--- config.mk ---
export PLATFORM = sky130hd
export DESIGN_NAME = ocq_ctrl
export DESIGN_NICKNAME = d
export VERILOG_FILES = /design/src/rtl/ocq_pkg.sv /design/src/rtl/ocq_ctrl.sv
export SDC_FILE = /design/constraint.sdc
export NUM_CORES = 1
export LEC_CHECK = 0
export CAP_MARGIN = 20
export CORE_AREA = 4 4 41 43
export DETAILED_ROUTE_END_ITERATION = 12
export DIE_AREA = 0 0 45 47
export DONT_BUFFER_PORTS = 1
export GPL_TIMING_DRIVEN = 0
export PLACE_DENSITY_LB_ADDON = 0.12
export SKIP_LAST_GASP = 1
export SYNTH_ARGS = -nofsm -noshare
export SYNTH_HDL_FRONTEND = slang
export SYNTH_SLANG_ARGS = --single-unit
export TNS_END_PERCENT = 30
--- constraint.sdc ---
create_clock -name clk -period 1.4 [get_ports clk]
set_clock_uncertainty 0.05 [all_clocks]
set_input_delay 0.42 -clock clk [delete_from_list [all_inputs] [get_ports clk]]
set_output_delay 0.42 -clock clk [all_outputs]
set_load 0.005 [all_outputs]
--- src/rtl/ocq_pkg.sv ---
// ----------------------------------------------------------------------------
// Octree occupancy package
// Shared constants, register codes and the control and status bundles between
// the controller and the datapath.
// ----------------------------------------------------------------------------
package ocq_pkg;

    localparam int NODE_POOL_DEF  = 4096;
    localparam int MAX_LEVELS_DEF = 16;

    localparam int POS_W     = 32;
    localparam int CTR_W     = 34;
    localparam int STEP_W    = 31;
    localparam int RAD_W     = 5;
    localparam int MLVL_W    = 5;
    localparam int LEAF_W    = 12;
    localparam int CFG_IDX_W = 3;
    localparam int CFG_W     = 32;

    localparam logic [RAD_W-1:0]  RADIUS_RST    = RAD_W'(20);
    localparam logic [MLVL_W-1:0] MAX_LEVEL_RST = MLVL_W'(10);

    typedef enum logic [CFG_IDX_W-1:0] {
        CFG_CENTER_X = 3'd0,
        CFG_CENTER_Y = 3'd1,
        CFG_CENTER_Z = 3'd2,
        CFG_RADIUS   = 3'd3,
        CFG_MAX_LVL  = 3'd4
    } cfg_reg_t;

    typedef struct packed {
        logic load;
        logic read;
        logic decide;
        logic finish;
        logic capture;
    } cmd_t;

    typedef struct packed {
        logic lvl_done;
        logic fresh;
        logic stop;
    } status_t;

endpackage

--- src/rtl/ocq_ctrl.sv ---
// ----------------------------------------------------------------------------
// Octree occupancy controller
// Sequences the descent of one item: row read, octant decision, result hand-off.
// ----------------------------------------------------------------------------
module ocq_ctrl (
    input  logic             clk,
    input  logic             rst_n,
    input  logic             in_valid,
    output logic             in_stall,
    output logic             out_valid,
    input  logic             out_stall,
    input  ocq_pkg::status_t status,
    output ocq_pkg::cmd_t    cmd
);
    import ocq_pkg::*;

    typedef enum logic [1:0] {
        S_IDLE,
        S_CHECK,
        S_DECIDE,
        S_FINISH
    } state_t;

    state_t state_reg;
    state_t state_next;
    logic   out_valid_reg;
    logic   out_valid_next;

    always_comb
    begin
        cmd            = '0;
        state_next     = state_reg;
        out_valid_next = out_valid_reg && out_stall;
        unique case (state_reg)
            S_IDLE:
            begin
                if (in_valid)
                begin
                    cmd.load   = 1'b1;
                    state_next = S_CHECK;
                end
            end
            S_CHECK:
            begin
                cmd.read   = !status.lvl_done && !status.fresh;
                state_next = status.lvl_done ? S_FINISH : S_DECIDE;
            end
            S_DECIDE:
            begin
                cmd.decide = 1'b1;
                state_next = status.stop ? S_FINISH : S_CHECK;
            end
            S_FINISH:
            begin
                cmd.finish = 1'b1;
                if (!out_valid_reg || !out_stall)
                begin
                    cmd.capture    = 1'b1;
                    out_valid_next = 1'b1;
                    state_next     = S_IDLE;
                end
            end
            default:
            begin
                state_next = S_IDLE;
            end
        endcase
    end

    always_ff @(posedge clk or negedge rst_n)
    begin
        if (!rst_n)
        begin
            state_reg     <= S_IDLE;
            out_valid_reg <= 1'b0;
        end
        else
        begin
            state_reg     <= state_next;
            out_valid_reg <= out_valid_next;
        end
    end

    assign in_stall  = (state_reg != S_IDLE);
    assign out_valid = out_valid_reg;

endmodule

==> metrics.txt, run 1 <==
Max-Cap Viols=0; Synth Area in Compound Gates=0.180; post-synthesis mux area share=0.0902; CP arrival=1.02 ns; grt ovf=0; chip width=45 µm; crit-path cells=or2_4 -> nor2_4; first-pass GRT wire length=around 600 µm; DR WL/cell=roughly 12 µm; # IOs=14; I/O Buffers=0; post-synthesis sequential area ratio=0.451; FP Rows=13; Final Net Count=32; antenna violations before repair=0; Final Setup Violations=5; fin crit period=between 1 and 1.5 ns; CTS sink count=3; H-tree depth=1; utilization after layout=0.199; Ys Warns=0; via count=153; routed wire length=459 µm; core box area=1300 µm²; First DRT Iteration DRCs=0; Synth Area in Simple Gates=0.233; startpoint types=flop; failing checks=setup timing; top-area cell type share of the netlist area=0.451; total power=0.627 mW; Die Footprint=~2100 µm²; Final WS setup=-0.0881 ns; syn_nets=24; starting density of the core=0.128; Max Slew Vio Count=0; RSZ-0062 raised after global routing=true; #FFs+latches synth=3; crit path capture type=primary output; Post-Synth Adder-Cell Area=0; DRC=0; CP Data Required Time=between 0.9 and 1 ns; buffer depth of the longest clock path=2; max incr delay on CP=between 0.4 and 0.5 ns; post-route ant nets=0; Mapped Avg Cell Area=between 9 and 10 µm²; Vias/cell=around 3.9; CP Class=flop to primary output; synth top area cells=dfrtp_1 45%, a21oi_1 9.0%, a2bb2oi_2 9.0%; max reg flops=2; Least-Margin Pin Slew=roughly 0.25 ns; CTS clk-pin slew, worst paths=roughly 0.040 ns; pwr/cell area=between 2000 and 2500 nW/µm²; final non-filler cell area=259 µm²; Max Freq=around 0.67 GHz; final hold vios=0; post-placement cell count=32; Pleak=between 0.1 and 0.15 nW; Slew headroom=0.834; Synth Area in XOR/XNOR=0; DP Area=approximately 190 µm²; Post-Syn Instances=17; Synth area leader=dfrtp_1; vias in the first global route=165; Diodes inserted=0; fin cells=39; Slowest-stage cell, CP=dfrtp_2; Skew-Pair Late Insertion Delay=about 0.24 ns; largest family of logic cells by synthesized area=simple AND/OR/NAND/NOR gates; Synth-to-Final Area Change=55.6%; Period Utilization, post-route=1.06; CTS tree=built; Total GRT Usage=0.0483; worst hold path type=input pin to flop; status=finished with violations; CTS Buf Count=3; share of post-route cells with drive strength above 1=0.625; pin count of the biggest net entering global routing=7; die extent in y=47 µm; Synth cell types=10; Mapped Area=around 170 µm²; clock root buffer=clkbuf_4; peak fanout along the critical path=4; Max rail drop VDD=approximately 690 µV; Fillers=154; First-pass DRT Iterations=1; GPL Wtd Cong=0.650
## critical path: cells and delay by family, from the launching register on
kind	cells	cell delay, ns
flops	1	0.42
simple gates	2	0.37
## synth_stat cells
| cell | n |
|---|---|
| a2bb2oi_2 | 1 |
| mux2_4 | 1 |
| nand2_1 | 3 |
| a21oi_1 | 3 |
| dfrtp_1 | 3 |
| nor4b_1 | 1 |
| nor2_1 | 1 |
| and2b_2 | 1 |
| or2_2 | 1 |
| inv_1 | 2 |
## cell families after synthesis
group,count (synthesis)
muxes,1
and+or+nand+nor,7
buffers and inverters,2
AOI/OAI and AO/OA,4
DFF,3
## power by group
group          leakage [nW]  internal, mW  switching [mW]
clock                0.0150         0.107          0.0489
sequential           0.0327         0.139          0.0571
combinational        0.0645         0.148           0.127
total                 0.112         0.394           0.233
## layer usage
| layer | track usage | part of all wire | vias up |
|---|---|---|---|
| met5 | 0 | 0 | - |
| met4 | 0.0351 | 0 | 0 |
| met3 | 0.0613 | 0.23 | 0 |
| met2 | 0.0565 | 0.40 | 16 |
| met1 | 0.0434 | 0.37 | 66 |
| li1 | - | - | 71 |
## final timing paths
path	slack [ns]	to	startpoint	depth (start not counted)
worst max register to register	0.25	state_reg[0]	state_reg[0]	3
max in group asynchronous	0.75	state_reg[1]	rst_n	1
worst min register to register	0.55	state_reg[1]	state_reg[0]	2
min in group asynchronous	0.39	state_reg[0]	rst_n	1
worst min-delay path	0.32	out_valid	out_stall	2
worst max-delay path	-0.09	cmd[4]	state_reg[1]	2
## cell type report
class / instances / area (µm²) / area share
Multi-Input combinational cell: 12 / 104 / 0.401
Sequential cell: 3 / 77.6 / 0.300
Clock buffer: 4 / 26.3 / 0.101
Timing Repair Buffer: 3 / 25.0 / 0.0966
Tap cell: 15 / 18.8 / 0.0725
Inverter: 2 / 7.51 / 0.0290
## metrics by stage
stage               hold WS, ns  worst slack [ns]  setup TNS [ns]
floorplan                0.0744            0.0957               0
global placement         0.0745            0.0268               0
detailed placement       0.0745            0.0367               0
CTS                       0.313           -0.0973          -0.342
global route              0.321            -0.139          -0.522
finish                    0.321           -0.0881          -0.262
## layout by cell type, fill, tap and decap left out, drive strengths merged
cell type / n
a21oi: 3
a2bb2oi: 1
and2b: 1
buf: 2
clkbuf: 4
dfrtp: 3
dlygate4sd3: 1
inv: 2
mux2: 1
nand2: 3
nor2: 1
nor4b: 1
or2: 1
## what timing repair did
| item | in CTS | in global routing |
|---|---|---|
| resized for setup | 5 | 3 |
| setup endpoints to repair | 5 | 6 |
| buffers inserted | 2 | 0 |
| endpoints found under the hold margin | 3 | 0 |
| hold buffers | 1 | 0 |
| pin swaps | 0 | 0 |
No activity file was read; power rests on OpenSTA's default activity.
==> inputs of run 2 (changes only) <==
ABC_AREA = 1   (was not set)
==> metrics.txt, run 2 <==
status=finished with violations; failing checks=setup timing; CTS Buf Count=3 (unchanged); Max rail drop VDD=627 µV (-9.5%); worst reg2reg path depth=4 (+1); GPL Wtd Cong=0.640 (-1.5%); peak fanout along the critical path=6 (+2); Post-Syn Instances=25 (+8); clock root buffer=clkbuf_4; fin cells=45 (+15%); pin count of the biggest net entering global routing=7 (unchanged); Die Footprint=2120 µm² (unchanged); ys async rst share=1.00 (unchanged); Flop pwr share=0.364 (+0.051); CP startpoint=state_reg[0]; count leader, synth=nand2_1; post-CTS setup buffers=0 (-2); Diodes inserted=0 (unchanged); sw frac=0.442 (+0.0707); CP Data Required Time=0.93 ns (about the same); max reg flops=2 (unchanged); Final WS setup=-0.0145 ns (+0.0737 ns); chip width=45 µm (unchanged); M2 GR Usage=0.0847 (+0.0282); most frequent cells after synthesis=7 x nand2_1, 4 x inv_1, 3 x dfrtp_1, 3 x nor2_1; storage element area=77.6 µm² (unchanged); vias in the first global route=197 (+19%); final non-filler cell area=248 µm² (-4.3%); Internal=0.328 mW (-17%); met1 usage=0.0478 (+0.00446); Slew headroom=0.895 (+0.0605); #FFs+latches synth=3 (unchanged); Final Setup Violations=2 (-3); syn_nets=32 (+33%); I/O Buffers=0 (unchanged); share of post-route cells with drive strength above 1=0.467 (-0.158); CTS clk-pin slew, worst paths=0.03 ns (about the same); worst hold path type=input pin to flop; final hold vios=0 (unchanged); starting density of the core=0.135 (+0.00673); CP arrival=0.94 ns (-0.08 ns); post-route ant nets=0 (unchanged); Most Crowded Layer GR=met2; Clk pwr share=0.251 (+0.002); FP Rows=13 (unchanged); H-tree depth=1 (unchanged); multi-input logic area=91.3 µm² (-12%); buffer depth of the longest clock path=2 (unchanged); Final Net Count=38 (+19%); EDFF count, synth=0 (unchanged); First-pass DRT Iterations=2 (+1); CP Class=flop to primary output; CTS sink count=3 (unchanged); Total GRT Usage=0.0553 (+0.00708); grt ovf=0 (unchanged); synth top area cells=dfrtp_1 43%, nand2_1 15%, inv_1 8.6%; Pleak=0.120 nW (+6.6%); DRC=0 (unchanged); core box area=1300 µm² (unchanged); startpoint types=flop; top-area cell type share of the netlist area=0.429 (-0.0226); Mapped Avg Cell Area=7.01 µm² (-28%); Max-Cap Viols=0 (unchanged); Fillers=147 (-4.5%); R2R setup slack=0.45 ns (+0.20 ns); r2r endpoint=state_reg[0]; combinational share of power=0.384 (-0.055); Synth area leader=dfrtp_1; pwr/cell area=2370 nW/µm² (-2.2%); Vias/cell=3.80 (-3.1%); Synth-to-Final Area Change=41.4%; first-pass GRT wire length=759 µm (+27%); Max Slew Vio Count=0 (unchanged); RSZ-0062 raised after global routing=true; post-synthesis sequential area ratio=0.429 (-0.0226); First DRT Iteration DRCs=1 (+1); Synth cell types=12 (+2); post-placement cell count=40 (+25%); Ys Warns=0 (unchanged); Skew-Pair Late Insertion Delay=0.23 ns (about the same); DR WL/cell=9.91 µm (-16%); fin crit period=1.41 ns (-0.0737 ns); RR Startpoint=state_reg[0]; # IOs=14 (unchanged); most common cell after layout, fill and taps aside=nand2_1; Least-Margin Pin Slew=0.157 ns (-0.0909 ns); commonest register cell after synthesis=dfrtp_1; antenna violations before repair=0 (unchanged); crit path to=cmd[4]; routed wire length=446 µm (-2.8%); DP Area=194 µm² (+4.7%); Period Utilization, post-route=1.01 (-0.0526); NetSw=0.259 mW (+11%); most frequent cells in the layout=7 x nand2_1, 3 x inv_1, 3 x clkbuf_4; die extent in y=47 µm (unchanged); Max Freq=0.707 GHz (+5.2%); crit path capture type=primary output; Mapped Area=175 µm² (+5.3%); CTS tree=built; via count=171 (+12%); grt met3 use=0.0268 (-0.0345)
==> run 2: changes by cell type in the layout (fill, tap and decap cells not counted), moves of 2 or more <==
cell,before,now
nand2_1,3,7
buf_4,2,0
inv_1,1,3
nor2_2,0,2
==> run 2: power by group through the flow <==
stage / Clock (mW) / Combinational [mW] / Sequential (mW)
finish: 0.148 / 0.226 / 0.214
global route: 0.162 / 0.270 / 0.231
CTS: 0.156 / 0.236 / 0.219
detailed placement: 0 / 0.210 / 0.197
global placement: 0 / 0.208 / 0.194
floorplan: 0 / 0.176 / 0.177
==> run 2: layout make-up <==
cell class,count,area share
multi-input cells,16,0.369
well taps,15,0.0758
repair buffers,1,0.0404
flip-flops and latches,3,0.313
inverters,6,0.0960
clock buffers,4,0.106
==> run 2: what timing repair did <==
action	4_1_cts	5_1_grt
hold buffers	1	0
gates resized for setup	7	0
setup endpoints to repair	3	4
hold endpoints to repair	3	0
pin swaps	1	0
==> run 2: through the flow <==
| stage | setup WS [ns] | utilization | TNS [ns] | hold WS [ns] | total power [mW] |
|---|---|---|---|---|---|
| final | -0.0145 | 0.190 | -0.0245 | 0.284 | 0.587 |
| after global placement | 0.141 | 0.149 | 0 | 0.0745 | 0.402 |
| after detailed placement | 0.147 | 0.149 | 0 | 0.0745 | 0.407 |
| after global routing | -0.0976 | 0.190 | -0.274 | 0.309 | 0.663 |
| after CTS | -0.0346 | 0.190 | -0.0698 | 0.279 | 0.611 |
| after floorplan | 0.225 | - | 0 | 0.0744 | 0.353 |
==> run 2: cells by family (layout without fill, tap and decap cells) <==
kind of cell / count (synthesis) / after routing / synth area share
compound gates: 2 / 2 / 0.0571
buf+inv: 6 / 11 / 0.136
flops: 3 / 3 / 0.429
simple gates: 14 / 14 / 0.379
==> run 2: how the worst min path moves through the flow <==
stage | from | to | depth (start not counted)
6_report | out_stall | out_valid | 2
3_3_place_gp | rst_n | out_valid | 0
5_1_grt | out_stall | out_valid | 2
2_1_floorplan | rst_n | out_valid | 0
4_1_cts | out_stall | out_valid | 2
3_5_place_dp | rst_n | state_reg[0] | 0
==> run 2: worst max-delay path, stage by stage, from the launching register on <==
cell     delay [ns]
dfrtp_2        0.45
nor2_4         0.13
inv_2          0.05
nor2_2         0.09
==> run 2: metal layers <==
metal	up-vias	share of wire
li1	84	-
met1	73	0.35
met2	14	0.46
met3	0	0.18
met4	0	0
met5	-	0
